==> src/lmts_pkg.sv <==
package lmts_pkg;

   // Field widths
   localparam int TICK_W      = 10;
   localparam int ELAPSED_W   = 8;
   localparam int COUNT_W     = 11;
   localparam int LINE_W      = 8;
   localparam int VISIBLE_W   = 8;
   localparam int BLANK_W     = 6;
   localparam int CSR_INDEX_W = 3;
   localparam int CSR_DATA_W  = 10;

   // Register reset values
   localparam logic [TICK_W-1:0]    OAM_TICKS_RST     = 10'd80;
   localparam logic [TICK_W-1:0]    VRAM_TICKS_RST    = 10'd172;
   localparam logic [TICK_W-1:0]    HBLANK_LEN_RST    = 10'd204;
   localparam logic [TICK_W-1:0]    VBLANK_LEN_RST    = 10'd456;
   localparam logic [VISIBLE_W-1:0] VISIBLE_LINES_RST = 8'd144;
   localparam logic [BLANK_W-1:0]   BLANK_LINES_RST   = 6'd10;

   // Register indexes
   typedef enum logic [CSR_INDEX_W-1:0] {
      CSR_OAM_TICKS     = 3'd0,
      CSR_VRAM_TICKS    = 3'd1,
      CSR_HBLANK_LEN    = 3'd2,
      CSR_VBLANK_LEN    = 3'd3,
      CSR_VISIBLE_LINES = 3'd4,
      CSR_BLANK_LINES   = 3'd5
   } csr_index_type;

   // Display modes
   typedef enum logic [1:0] {
      MODE_HBLANK = 2'd0,
      MODE_VBLANK = 2'd1,
      MODE_OAM    = 2'd2,
      MODE_VRAM   = 2'd3
   } mode_type;

   typedef struct packed {
      logic [TICK_W-1:0]    oam_ticks;
      logic [TICK_W-1:0]    vram_ticks;
      logic [TICK_W-1:0]    hblank_len;
      logic [TICK_W-1:0]    vblank_len;
      logic [VISIBLE_W-1:0] visible_lines;
      logic [BLANK_W-1:0]   blank_lines;
   } cfg_type;

   typedef struct packed {
      mode_type          mode;
      logic [LINE_W-1:0] line;
      logic              render;
      logic              frame;
   } result_type;

endpackage

==> src/lmts_csr.sv <==
module lmts_csr (
   input  logic                              clock,
   input  logic                              reset,
   input  logic                              csr_we,
   input  logic [lmts_pkg::CSR_INDEX_W-1:0]  csr_index,
   input  logic [lmts_pkg::CSR_DATA_W-1:0]   csr_wdata,
   output lmts_pkg::cfg_type                 cfg
);
   import lmts_pkg::*;

   cfg_type cfg_ff;
   cfg_type cfg_in;

   // Decode a write; unknown indexes leave everything alone
   always_comb begin
      cfg_in = cfg_ff;
      if (csr_we) begin
         case (csr_index)
            CSR_OAM_TICKS:     cfg_in.oam_ticks     = csr_wdata[TICK_W-1:0];
            CSR_VRAM_TICKS:    cfg_in.vram_ticks    = csr_wdata[TICK_W-1:0];
            CSR_HBLANK_LEN:    cfg_in.hblank_len    = csr_wdata[TICK_W-1:0];
            CSR_VBLANK_LEN:    cfg_in.vblank_len    = csr_wdata[TICK_W-1:0];
            CSR_VISIBLE_LINES: cfg_in.visible_lines = csr_wdata[VISIBLE_W-1:0];
            CSR_BLANK_LINES:   cfg_in.blank_lines   = csr_wdata[BLANK_W-1:0];
            default:           cfg_in = cfg_ff;
         endcase
      end
   end

   always_ff @(posedge clock) begin
      if (reset) begin
         cfg_ff.oam_ticks     <= OAM_TICKS_RST;
         cfg_ff.vram_ticks    <= VRAM_TICKS_RST;
         cfg_ff.hblank_len    <= HBLANK_LEN_RST;
         cfg_ff.vblank_len    <= VBLANK_LEN_RST;
         cfg_ff.visible_lines <= VISIBLE_LINES_RST;
         cfg_ff.blank_lines   <= BLANK_LINES_RST;
      end else begin
         cfg_ff <= cfg_in;
      end
   end

   assign cfg = cfg_ff;

endmodule

==> src/lmts_step.sv <==
module lmts_step (
   input  logic                            clock,
   input  logic                            reset,
   input  lmts_pkg::cfg_type               cfg,
   input  logic                            fire,
   input  logic [lmts_pkg::ELAPSED_W-1:0]  elapsed_ticks,
   output lmts_pkg::result_type            result
);
   import lmts_pkg::*;

   mode_type             mode_ff;
   mode_type             mode_in;
   logic [COUNT_W-1:0]   tick_ff;
   logic [COUNT_W-1:0]   tick_in;
   logic [LINE_W-1:0]    line_ff;
   logic [LINE_W-1:0]    line_in;

   logic [COUNT_W:0]     tick_sum;
   logic [COUNT_W-1:0]   tick_sat;
   logic [TICK_W-1:0]    threshold;
   logic                 reached;
   logic [LINE_W-1:0]    last_line;
   logic [LINE_W-1:0]    line_inc;
   logic [LINE_W:0]      frame_lines;
   logic                 last_visible;
   logic                 vblank_wrap;
   logic                 render;
   logic                 frame;

   // Accumulate with saturation at the counter's top value
   assign tick_sum = {1'b0, tick_ff} + (COUNT_W+1)'(elapsed_ticks);
   assign tick_sat = tick_sum[COUNT_W] ? {COUNT_W{1'b1}} : tick_sum[COUNT_W-1:0];

   // Threshold of the mode in force
   always_comb begin
      case (mode_ff)
         MODE_OAM:    threshold = cfg.oam_ticks;
         MODE_VRAM:   threshold = cfg.vram_ticks;
         MODE_HBLANK: threshold = cfg.hblank_len;
         default:     threshold = cfg.vblank_len;
      endcase
   end

   assign reached      = tick_sat >= COUNT_W'(threshold);
   assign last_line    = cfg.visible_lines - LINE_W'(1);
   assign line_inc     = line_ff + LINE_W'(1);
   assign frame_lines  = (LINE_W+1)'(cfg.visible_lines) + (LINE_W+1)'(cfg.blank_lines);
   assign last_visible = line_ff == last_line;
   assign vblank_wrap  = (LINE_W+1)'(line_inc) >= frame_lines;

   // Next mode
   always_comb begin
      mode_in = mode_ff;
      if (reached) begin
         case (mode_ff)
            MODE_OAM:    mode_in = MODE_VRAM;
            MODE_VRAM:   mode_in = MODE_HBLANK;
            MODE_HBLANK: mode_in = last_visible ? MODE_VBLANK : MODE_OAM;
            MODE_VBLANK: mode_in = vblank_wrap ? MODE_OAM : MODE_VBLANK;
            default:     mode_in = mode_ff;
         endcase
      end
   end

   // Counter, line and event pulses
   always_comb begin
      tick_in = reached ? '0 : tick_sat;
      line_in = line_ff;
      render  = 1'b0;
      frame   = 1'b0;
      if (reached) begin
         case (mode_ff)
            MODE_VRAM: render = 1'b1;
            MODE_HBLANK: begin
               line_in = line_inc;
               frame   = last_visible;
            end
            MODE_VBLANK: line_in = vblank_wrap ? '0 : line_inc;
            default:     line_in = line_ff;
         endcase
      end
   end

   always_ff @(posedge clock) begin
      if (reset) begin
         mode_ff <= MODE_HBLANK;
         tick_ff <= '0;
         line_ff <= '0;
      end else if (fire) begin
         mode_ff <= mode_in;
         tick_ff <= tick_in;
         line_ff <= line_in;
      end
   end

   assign result.mode   = mode_in;
   assign result.line   = line_in;
   assign result.render = render;
   assign result.frame  = frame;

endmodule

==> src/lcd_mode_timing_sequencer_core.sv <==
// Channel   Direction  Handshake            Payload
// req_      in         req_valid/req_stall  req_elapsed_ticks[7:0]
// rsp_      out        rsp_valid/rsp_stall  rsp_display_mode, rsp_current_line,
//                                           rsp_line_render, rsp_frame_done
// csr_      in         csr_we               csr_index[2:0], csr_wdata[9:0]
//
// A request passes through the input register and the result register to the response;
// one transaction per cycle is sustained while the response is not stalled, set by the
// combinational add, compare and mode update on the sequencer state.
// Reset is synchronous and active high; valid flags, configuration and sequencer state return to defaults.
// A stalled response holds the output register; the input register keeps
// taking a transaction while the output register is empty or being drained.
module lcd_mode_timing_sequencer_core (
   input  logic                              clock,
   input  logic                              reset,
   input  logic                              req_valid,
   output logic                              req_stall,
   input  logic [lmts_pkg::ELAPSED_W-1:0]    req_elapsed_ticks,
   output logic                              rsp_valid,
   input  logic                              rsp_stall,
   output logic [1:0]                        rsp_display_mode,
   output logic [lmts_pkg::LINE_W-1:0]       rsp_current_line,
   output logic                              rsp_line_render,
   output logic                              rsp_frame_done,
   input  logic                              csr_we,
   input  logic [lmts_pkg::CSR_INDEX_W-1:0]  csr_index,
   input  logic [lmts_pkg::CSR_DATA_W-1:0]   csr_wdata
);
   import lmts_pkg::*;

   cfg_type                cfg;
   result_type             result;
   logic                   in_valid_ff;
   logic                   in_valid_in;
   logic [ELAPSED_W-1:0]   in_ticks_ff;
   logic                   out_valid_ff;
   logic                   out_valid_in;
   result_type             out_ff;
   logic                   advance;
   logic                   fire;
   logic                   req_take;

   lmts_csr u_csr (
      .clock     (clock),
      .reset     (reset),
      .csr_we    (csr_we),
      .csr_index (csr_index),
      .csr_wdata (csr_wdata),
      .cfg       (cfg)
   );

   lmts_step u_step (
      .clock         (clock),
      .reset         (reset),
      .cfg           (cfg),
      .fire          (fire),
      .elapsed_ticks (in_ticks_ff),
      .result        (result)
   );

   // Pipeline control
   assign advance   = !out_valid_ff || !rsp_stall;
   assign fire      = in_valid_ff && advance;
   assign req_stall = in_valid_ff && !advance;
   assign req_take  = req_valid && !req_stall;

   assign in_valid_in  = req_take || (in_valid_ff && !advance);
   assign out_valid_in = fire || (out_valid_ff && rsp_stall);

   // Input register
   always_ff @(posedge clock) begin
      if (reset) begin
         in_valid_ff <= 1'b0;
      end else begin
         in_valid_ff <= in_valid_in;
      end
   end

   always_ff @(posedge clock) begin
      if (req_take) begin
         in_ticks_ff <= req_elapsed_ticks;
      end
   end

   // Result register
   always_ff @(posedge clock) begin
      if (reset) begin
         out_valid_ff <= 1'b0;
      end else begin
         out_valid_ff <= out_valid_in;
      end
   end

   always_ff @(posedge clock) begin
      if (fire) begin
         out_ff <= result;
      end
   end

   assign rsp_valid        = out_valid_ff;
   assign rsp_display_mode = out_ff.mode;
   assign rsp_current_line = out_ff.line;
   assign rsp_line_render  = out_ff.render;
   assign rsp_frame_done   = out_ff.frame;

endmodule

==> config.mk <==
export PLATFORM = sky130hd
export DESIGN_NAME = lcd_mode_timing_sequencer_core
export DESIGN_NICKNAME = d
export VERILOG_FILES = /design/src/lmts_pkg.sv /design/src/lmts_csr.sv /design/src/lmts_step.sv /design/src/lcd_mode_timing_sequencer_core.sv
export SDC_FILE = /design/constraint.sdc
export NUM_CORES = 1
export LEC_CHECK = 0
export BUFFER_PORTS_ARGS = -buffer_cell sky130_fd_sc_hd__buf_2
export CORE_UTILIZATION = 65
export DETAILED_ROUTE_END_ITERATION = 10
export PLACE_DENSITY_LB_ADDON = 0.05
export SETUP_SLACK_MARGIN = 0.4
export SYNTH_ARGS = -nofsm -noshare
export SYNTH_HDL_FRONTEND = slang
export SYNTH_SLANG_ARGS = --single-unit
==> constraint.sdc <==
create_clock -name clock -period 7.01 [get_ports clock]
set_input_delay 0.701 -clock clock [delete_from_list [all_inputs] [get_ports clock]]
set_output_delay 0.701 -clock clock [all_outputs]
set_load 0.02 [all_outputs]
==> results of run 1 <==
==> metal layers <==
metal | global-route usage | part of all wire | vias to the layer above
li1 | - | - | 2160
met1 | 0.392 | 0.44 | 2073
met2 | 0.497 | 0.49 | 166
met3 | 0.0372 | 0.054 | 23
met4 | 0.119 | 0.020 | 0
met5 | 0 | 0 | -
==> state kept, by name (all words and copies together), names as in the netlist <==
| register | count |
|---|---|
| u_csr.cfg | 54 |
| u_step.tick_ff | 11 |
| in_ticks_ff | 8 |
| rsp_current_line | 8 |
| u_step.line_ff | 8 |
| rsp_display_mode | 2 |
| u_step.mode_ff | 2 |
| in_valid_ff | 1 |
| rsp_frame_done | 1 |
| rsp_line_render | 1 |
| rsp_valid | 1 |
==> worst min-delay path by stage <==
stage                     to  slack, ns
2_1_floorplan  u_csr.cfg[19]       0.43
3_3_place_gp   u_csr.cfg[49]       0.44
3_5_place_dp   u_csr.cfg[49]       0.45
4_1_cts        u_csr.cfg[18]       0.46
5_1_grt        u_csr.cfg[35]       0.48
6_report       u_csr.cfg[19]       0.46
==> logic make-up after synthesis <==
family	synth area share
simple gates	0.210
compound gates	0.140
flops	0.392
buf+inv	0.0435
fa+ha+maj	0.0851
mux	0.0897
xor+xnor	0.0400
==> cell type report <==
class,instances,share of cell area
clock buffers,10,0.0253
clock inverters,6,0.00937
inverters,26,0.0166
multi-input cells,453,0.526
flip-flops and latches,97,0.365
well taps,105,0.0224
repair buffers,41,0.0358
==> synth_stat cells, types with 13 or more instances <==
master / n
sky130_fd_sc_hd__clkbuf_1: 16
sky130_fd_sc_hd__dfxtp_1: 77
sky130_fd_sc_hd__a21oi_1: 43
sky130_fd_sc_hd__ha_1: 34
sky130_fd_sc_hd__xor2_1: 13
sky130_fd_sc_hd__nand2_1: 125
sky130_fd_sc_hd__nor2_1: 39
sky130_fd_sc_hd__nand3_1: 23
sky130_fd_sc_hd__edfxtp_1: 20
sky130_fd_sc_hd__inv_1: 25
sky130_fd_sc_hd__mux2i_1: 22
==> placed cells by master, fill, tap and decap left out, drive strengths merged, types with 4 or more instances in the layout <==
cell / n
o21a: 4
and2: 6
inv: 28
xnor2: 12
nor3: 6
xor2: 13
nor2: 41
mux2i: 22
clkbuf: 10
buf: 41
a21oi: 52
ha: 34
and3: 6
dfxtp: 77
nand3: 31
nor2b: 12
o31ai: 7
clkinv: 4
mux4: 10
a21o: 4
o21ai: 20
edfxtp: 20
nand2: 125
o211ai: 6
o311ai: 4
==> through the flow <==
step / area (um2) / utilization / cells / worst slack [ns] / hold WS (ns)
detailed placement: 5670 / 0.694 / 722 / 3.04 / 0.447
global route: 5870 / 0.719 / 738 / 2.65 / 0.477
global placement: 5670 / 0.694 / 722 / 3.23 / 0.438
floorplan: 5470 / - / 600 / 3.51 / 0.433
CTS: 5870 / 0.719 / 738 / 3.00 / 0.462
finish: 5870 / 0.719 / 738 / 3.00 / 0.460
==> tightest hold or removal path: cells and delay by family (launching register included) <==
| kind | cells | cell delay, ns |
|---|---|---|
| and+or+nand+nor | 1 | 0.05 |
| AOI/OAI and AO/OA | 1 | 0.05 |
| DFF | 1 | 0.32 |
==> where the power goes <==
group	leakage [nW]	internal (mW)	total (mW)	switching, mW
Clock	0.106	0.158	0.371	0.213
Sequential	0.815	0.594	0.607	0.0131
Combinational	1.47	0.0955	0.262	0.166
Total	2.39	0.847	1.24	0.392
==> results_dict.tcl, run 1 <==
set metrics [dict create \
    initial_core_util 0.669 \
    vias 4422 \
    r2r-end "rsp_current_line[1]" \
    synth_ff_type "sky130_fd_sc_hd__dfxtp_1" \
    antenna_diode_count 0 \
    detailedRoute.firstPassIterationCount 5 \
    hp-start "u_csr.cfg[19]" \
    worst_slew_pin_slew_ns 0.876 \
    drt_drc_violations_left 0 \
    asyncSetResetFlopFracSynth 0 \
    final-hold-violation-count 0 \
    period_minus_ws_final_ns 4.01 \
    via_per_inst 5.99 \
    placement.io_buffers 39 \
    irDropWorstVdd_v 0.000140 \
    status "completed" \
    final_net_count 690 \
    htreeDepth 3 \
    detail_route.iter0.violations 201 \
    initial_antenna_violation_count 0 \
    setup_viol 0 \
    post_cts_resize_count 0 \
    post-cts-setup-buffer-count 0 \
    cp-startpoint "in_ticks_ff[4]" \
    drt.antenna.violating_nets 0 \
    required_ns 7.15 \
    final_max_slew_viol_count 0 \
    cp-start-kind "register" \
    critical_path.cell_chain "ha_1 > a2111oi_0 > o21ai_1 > o211ai_1 > a21bo_1 > o21ai_0 > ha_1 > o21ai_0 > o21ai_0 > a211oi_1 > o211a_1 > and2_4 > nor2_4 > mux2_4" \
    clock_latency_ns 0.37 \
    cp_slowest_stage_delay_ns 0.41 \
    synth.yosys.seq_area_share 0.392 \
    worst-setup-path-type "reg2reg" \
    fp.coreArea_um2 8180 \
    wl_per_cell_um 16.4 \
    netlist-cell-type-count 66 \
    worst_setup_path_endpoint "rsp_current_line[1]" \
    seq_area_um2 2140 \
    die_width_um 93.7 \
    synth_enable_flop_cells 20 \
    cpLargestDelayFamily "compound AO/OA/AOI/OAI gates" \
    gp_congestion 0.879 \
    synth_top_area_frac 0.282 \
    critical_path.endpoint_type "register" \
    drive_gt1_frac 0.160 \
    worst_r2r_startpoint "in_ticks_ff[4]" \
    final.setup_skew_ns 0.0135 \
    timing.reg2reg.setup_slack_ns 3.00 \
    dpl_wire_length_um 8940 \
    tritoncts_clock_tree "done" \
    bufs_and_invs_on_worst_path 0 \
    netlist_instances 600 \
    die_area_um2 8780 \
    pin_count_of_the_biggest_net_entering_global_routing 55 \
    max-clock-path-buffers 2 \
    top_level_pins 40 \
    synth.ff_latch_count 97 \
    worstSetupPathDepth 14 \
    path_clk_slew_ns 0.10 \
    flow.area_growth_from_synthesis_pct 7.41 \
    period_share 0.572 \
    holdCritPathClass "reg2reg" \
    route.final.wire_length_um 12100 \
    static-leakage-power_nw 2.39 \
    holdPathStages 2 \
    grt_pass1_vias 4231 \
    power.total_mw 1.24 \
    fin_setup_tns_ns 0 \
    global_route_wire_length_before_repair_um 20300 \
    ys_warn_count 0 \
    synth_top_cells_by_area "sky130_fd_sc_hd__dfxtp_1 (28%), sky130_fd_sc_hd__edfxtp_1 (11%), sky130_fd_sc_hd__nand2_1 (8.6%)" \
    rr_worst_depth 14 \
    power_density_nw_per_um2 211 \
    multiInputGateArea_um2 3090 \
    relSlewSlack 0.413 \
    max_clock_freq_mhz 249 \
    cts.sinks 97 \
    critical-path-slowest-cell "sky130_fd_sc_hd__a2111oi_0" \
    grtUsageTotal 0.298 \
    synth_area_um2 5470 \
    critical_path_peak_fanout 27 \
    crit_top_cell "sky130_fd_sc_hd__o21ai_0" \
    tritoncts.num_buffers 9 \
    chipHeight_um 93.7 \
    fillerInstances 651 \
    clock_tree.root_cell "sky130_fd_sc_hd__clkbuf_8" \
    postCtsHoldBufs 0 \
    floorplan.rows 33 \
    synth_largest_area_cell "sky130_fd_sc_hd__dfxtp_1" \
    setup_repair_after_global_routing_missed_its_margin "no" \
    synth_fp_nets 662 \
    syn_area_per_cell_um2 9.11 \
    worst_ep_arrival_time_ns 4.15 \
    overflow 0 \
    maxCapViolCount 0 \
]
Power figures use the tool's default switching activity.
==> inputs of run 2 (changes only) <==
Settings changed: CORE_UTILIZATION 65 to 61.
Clock period 7.01 ns to 4.1 ns, I/O delays scaled along.
==> results_dict.tcl, run 2 (same netlist as run 1, synthesis figures left out) <==
set metrics [dict create \
    finalHoldWorstSlack_ns 0.217 \
    cp-start-kind "register" \
    initial_antenna_violation_count 0 \
    detailedRoute.firstPassIterationCount 4 \
    drive_gt1_frac 0.218 \
    holdPathStages 1 \
    worst-setup-path-type "reg2reg" \
    power_density_nw_per_um2 353 \
    rr_worst_depth 14 \
    detail_route.iter0.violations 205 \
    status "completed" \
    die_area_um2 9350 \
    largest_register_ffs 54 \
    worst_ep_arrival_time_ns 3.84 \
    cp_slowest_stage_delay_ns 0.43 \
    top_level_pins 40 \
    max-clock-path-buffers 2 \
    flow.area_growth_from_synthesis_pct 11.8 \
    global_route_wire_length_before_repair_um 20800 \
    final.setup_skew_ns 0.0154 \
    final-hold-violation-count 0 \
    period_share 0.884 \
    period_minus_ws_final_ns 3.62 \
    postLayoutCellArea_um2 6110 \
    fillerInstances 693 \
    dp_cells 726 \
    holdCritPathClass "in2reg" \
    chipHeight_um 96.7 \
    setup_viol 0 \
    cts.sinks 97 \
    placed_cell_area_um2 5680 \
    required_ns 4.31 \
    floorplan.rows 34 \
    die_width_um 96.7 \
    final_max_slew_viol_count 0 \
    clock_latency_ns 0.36 \
    htreeDepth 3 \
    placement.io_buffers 39 \
    layout_commonest_cell "sky130_fd_sc_hd__nand2_1" \
    critical_path.endpoint_type "register" \
    relSlewSlack 0.376 \
    critical_path_peak_fanout 7 \
    critical-path-slowest-cell "sky130_fd_sc_hd__edfxtp_1" \
    wl_per_cell_um 16.8 \
    pin_count_of_the_biggest_net_entering_global_routing 54 \
    via_per_inst 5.93 \
    vias 4481 \
    path_clk_slew_ns 0.10 \
    dpl_wire_length_um 8910 \
    final-instance-count-excl-fill 756 \
    initial_core_util 0.627 \
    tritoncts.num_buffers 9 \
    clock_tree.root_cell "sky130_fd_sc_hd__clkbuf_8" \
    most-common-layout-cells "sky130_fd_sc_hd__nand2_1 (124), sky130_fd_sc_hd__dfxtp_1 (75), sky130_fd_sc_hd__a21oi_1 (40)" \
    grtUsageTotal 0.274 \
    drt_drc_violations_left 0 \
    worst_slew_pin_slew_ns 0.930 \
    irDropWorstVdd_v 0.000213 \
    final_net_count 705 \
    static-leakage-power_nw 2.47 \
    setup_repair_after_global_routing_missed_its_margin "yes" \
    max_clock_freq_mhz 276 \
    route.final.wire_length_um 12700 \
    share_of_the_core_filled_with_cells_in_the_final_layout 0.701 \
    grt_pass1_vias 4351 \
    fin_setup_tns_ns 0 \
    overflow 0 \
    fp.coreArea_um2 8720 \
    tritoncts_clock_tree "done" \
    gp_congestion 0.873 \
    critical_path.cell_chain "ha_4 > a2111oi_4 > o21ai_2 > o211ai_1 > a21bo_2 > buf_4 > nand2_1 > ha_1 > o2111a_1 > a211oi_2 > o211a_1 > and2_4 > or3_4 > o21ai_1" \
    drt.antenna.violating_nets 0 \
    antenna_diode_count 0 \
    maxCapViolCount 0 \
]
[run 2: path summary, 6_finish.rpt]
check | slack [ns] | to | from
worst min-delay path | 0.22 | in_ticks_ff[5] | req_elapsed_ticks[5]
worst max register to register | 0.48 | rsp_current_line[3] | in_ticks_ff[4]
worst min register to register | 0.46 | u_csr.cfg[53] | u_csr.cfg[53]
worst max-delay path | 0.48 | rsp_current_line[3] | in_ticks_ff[4]
[run 2: report_power, final]
part | total (mW) | switching [mW] | internal (mW)
clock | 0.597 | 0.351 | 0.246
combinational | 0.518 | 0.309 | 0.209
sequential | 1.04 | 0.0288 | 1.02
[run 2: worst max-delay path: cells and delay by family (launching register included)]
| kind | cells | cell delay (ns) |
|---|---|---|
| adders and majority gates | 2 | 0.56 |
| and+or+nand+nor | 3 | 0.70 |
| buffers and inverters | 1 | 0.14 |
| DFF | 1 | 0.43 |
| AOI/OAI and AO/OA | 8 | 1.63 |
[run 2: repair_timing]
action,CTS,global route
hold buffers,0,0
setup endpoints to repair,29,31
resized for setup,7,30
setup buffers,4,7
gates cloned,1,2
pin swaps,4,9
[run 2: metal layers]
metal | up-vias | GRT usage | part of all wire
li1 | 2194 | - | -
met1 | 2143 | 0.365 | 0.45
met2 | 126 | 0.453 | 0.49
met3 | 18 | 0.0527 | 0.053
met4 | 0 | 0.0804 | 0.016
met5 | - | 0 | 0
[run 2: area by class of cell]
class	count	area, um2	area share
clock buffer	10	138	0.0225
timing repair buffer	53	304	0.0497
tap	108	135	0.0221
multi-input combinational	456	3240	0.531
inverter	26	97.6	0.0160
clock inverter	6	51.3	0.00839
sequential	97	2140	0.351
[run 2: stage by stage]
stage          power (mW)  setup slack [ns]
6_report             2.16             0.476
5_1_grt              2.26             0.340
2_1_floorplan        1.44             0.599
3_5_place_dp         1.50            0.0788
4_1_cts              2.12             0.414
3_3_place_gp         1.49             0.302
==> inputs of run 3 (changes only) <==
Settings changed: GPL_TIMING_DRIVEN set to 0.
Clock period 4.1 ns to 3.78 ns, I/O delays scaled along.
==> results_dict.tcl, run 3 (same netlist as run 1, synthesis figures left out) <==
set metrics [dict create \
    status "completed" \
    relSlewSlack 0.472 \
    worst_ep_arrival_time_ns 4.02 \
    die_area_um2 9350 \
    final-hold-violation-count 0 \
    share_of_the_core_filled_with_cells_in_the_final_layout 0.766 \
    critical_path.endpoint_type "register" \
    flow.area_growth_from_synthesis_pct 22.2 \
    detail_route.iter0.violations 265 \
    final.setup_skew_ns 0.0199 \
    final_net_count 749 \
    global_route_wire_length_before_repair_um 22800 \
    grt_pass1_vias 4612 \
    via_per_inst 6.03 \
    fin_setup_tns_ns 0 \
    max_clock_freq_mhz 265 \
    holdCritPathClass "in2reg" \
    setup_viol 0 \
    clock_tree.root_cell "sky130_fd_sc_hd__clkbuf_8" \
    rr_worst_depth 16 \
    power_frac_clock 0.278 \
    comb_power_share 0.307 \
    cellInternalPower_mw 1.78 \
    holdPathStages 1 \
    whs_endpoint "in_ticks_ff[1]" \
    critical_path_peak_fanout 8 \
    wl_per_cell_um 18.3 \
    pin_count_of_the_biggest_net_entering_global_routing 23 \
    grtUsageTotal 0.305 \
    drt.antenna.violating_nets 0 \
    htreeDepth 3 \
    drive_gt1_frac 0.276 \
    irDropWorstVdd_v 0.000221 \
    max-clock-path-buffers 2 \
    fillerInstances 610 \
    total_switching_power_mw 0.940 \
    final_max_slew_viol_count 0 \
    worst_r2r_startpoint "in_ticks_ff[0]" \
    layout_commonest_cell "sky130_fd_sc_hd__nand2_1" \
    worst-setup-path-type "reg2reg" \
    tritoncts.num_buffers 9 \
    drt_drc_violations_left 0 \
    most-common-layout-cells "sky130_fd_sc_hd__nand2_1 (122), sky130_fd_sc_hd__dfxtp_1 (75), sky130_fd_sc_hd__buf_2 (39)" \
    power_density_nw_per_um2 407 \
    period_share 0.998 \
    fp.coreArea_um2 8720 \
    floorplan.rows 34 \
    timing.reg2reg.setup_slack_ns 0.006 \
    netSwitchingFraction 0.346 \
    placement.io_buffers 37 \
    largest_register_ffs 54 \
    cp-start-kind "register" \
    top_level_pins 40 \
    antenna_diode_count 0 \
    route.final.wire_length_um 14700 \
    static-leakage-power_nw 2.70 \
    tritoncts_clock_tree "done" \
    r2r-end "rsp_current_line[5]" \
    detailedRoute.firstPassIterationCount 5 \
    initial_antenna_violation_count 0 \
    pwr-share-seq 0.416 \
    path_clk_slew_ns 0.13 \
    dpl_wire_length_um 9470 \
    hp-start "req_elapsed_ticks[1]" \
    required_ns 4.02 \
    cts.sinks 97 \
    vias 4824 \
    clock_latency_ns 0.39 \
    chipHeight_um 96.7 \
    period_minus_ws_final_ns 3.77 \
    overflow 0 \
    worst_slew_pin_slew_ns 0.792 \
    die_width_um 96.7 \
    gp_congestion 0.869 \
    initial_core_util 0.627 \
    setup_repair_after_global_routing_missed_its_margin "yes" \
    maxCapViolCount 0 \
]
run 3: how the worst max path moves through the flow:
stage | end | from
finish | rsp_current_line[5] | in_ticks_ff[0]
global route | rsp_current_line[5] | in_ticks_ff[1]
CTS | rsp_current_line[2] | in_ticks_ff[0]
detailed placement | rsp_current_line[3] | in_ticks_ff[4]
global placement | rsp_current_line[1] | u_step.mode_ff[0]
floorplan | rsp_current_line[1] | in_ticks_ff[0]
run 3: power by group through the flow:
stage          Clock (mW)  Combinational, mW  Sequential (mW)
6_report            0.754              0.833             1.13
5_1_grt             0.795              0.883             1.13
4_1_cts             0.755              0.691             1.13
3_5_place_dp            0              0.556             1.15
3_3_place_gp            0              0.539             1.15
2_1_floorplan           0              0.409             1.16
run 3: area by class of cell:
class                           count  area, um2  share of cell area
Clock buffer                        9        124              0.0185
Tap cell                          108        135              0.0202
Sequential cell                    97       2150               0.321
Buffer                             24        143              0.0213
Inverter                           26       97.6              0.0146
Clock inverter                      7       98.8              0.0148
Multi-Input combinational cell    454       3410               0.510
Timing Repair Buffer               75        527              0.0788
run 3: per-stage QoR:
step | cell area (um2) | hold slack, ns | setup slack (ns) | std cells | total power, mW
after floorplan | 5490 | 0.433 | 0.381 | 600 | 1.57
after detailed placement | 5810 | 0.448 | -0.0639 | 745 | 1.71
final | 6680 | 0.152 | 0.00602 | 800 | 2.72
after global placement | 5810 | 0.439 | 0.00490 | 745 | 1.69
after global routing | 6680 | 0.145 | -0.0803 | 800 | 2.81
after CTS | 6400 | 0.152 | 0.198 | 789 | 2.57
run 3: worst max-delay path: stages, from the launching register on:
cell and delay (ns):
sky130_fd_sc_hd__edfxtp_1 0.47, sky130_fd_sc_hd__ha_4 0.20, sky130_fd_sc_hd__inv_2 0.05, sky130_fd_sc_hd__fa_2 0.19, sky130_fd_sc_hd__and2b_2 0.24, sky130_fd_sc_hd__o2111ai_4 0.26, sky130_fd_sc_hd__nand3b_1 0.17, sky130_fd_sc_hd__xnor2_2 0.21
sky130_fd_sc_hd__nand2_2 0.16, sky130_fd_sc_hd__ha_4 0.30, sky130_fd_sc_hd__o2111a_1 0.18, sky130_fd_sc_hd__a211oi_2 0.08, sky130_fd_sc_hd__o211a_1 0.25, sky130_fd_sc_hd__and2_4 0.16, sky130_fd_sc_hd__buf_12 0.14, sky130_fd_sc_hd__or3_4 0.42
sky130_fd_sc_hd__o21ai_2 0.15
run 3: metal layers:
layer,routed length (um),part of all wire,global-route usage
met5,0,0,0
met4,308,0.021,0.0930
met3,1080,0.074,0.0462
met2,7080,0.48,0.508
met1,6210,0.42,0.410
run 3: what timing repair did:
| item | CTS | global route |
|---|---|---|
| setup endpoints to repair | 32 | 32 |
| pin swaps | 24 | 21 |
| setup buffers | 27 | 11 |
| cloned | 1 | 0 |
| resized for setup | 35 | 43 |
| hold endpoints to repair | 0 | 0 |
| hold buffers | 0 | 0 |
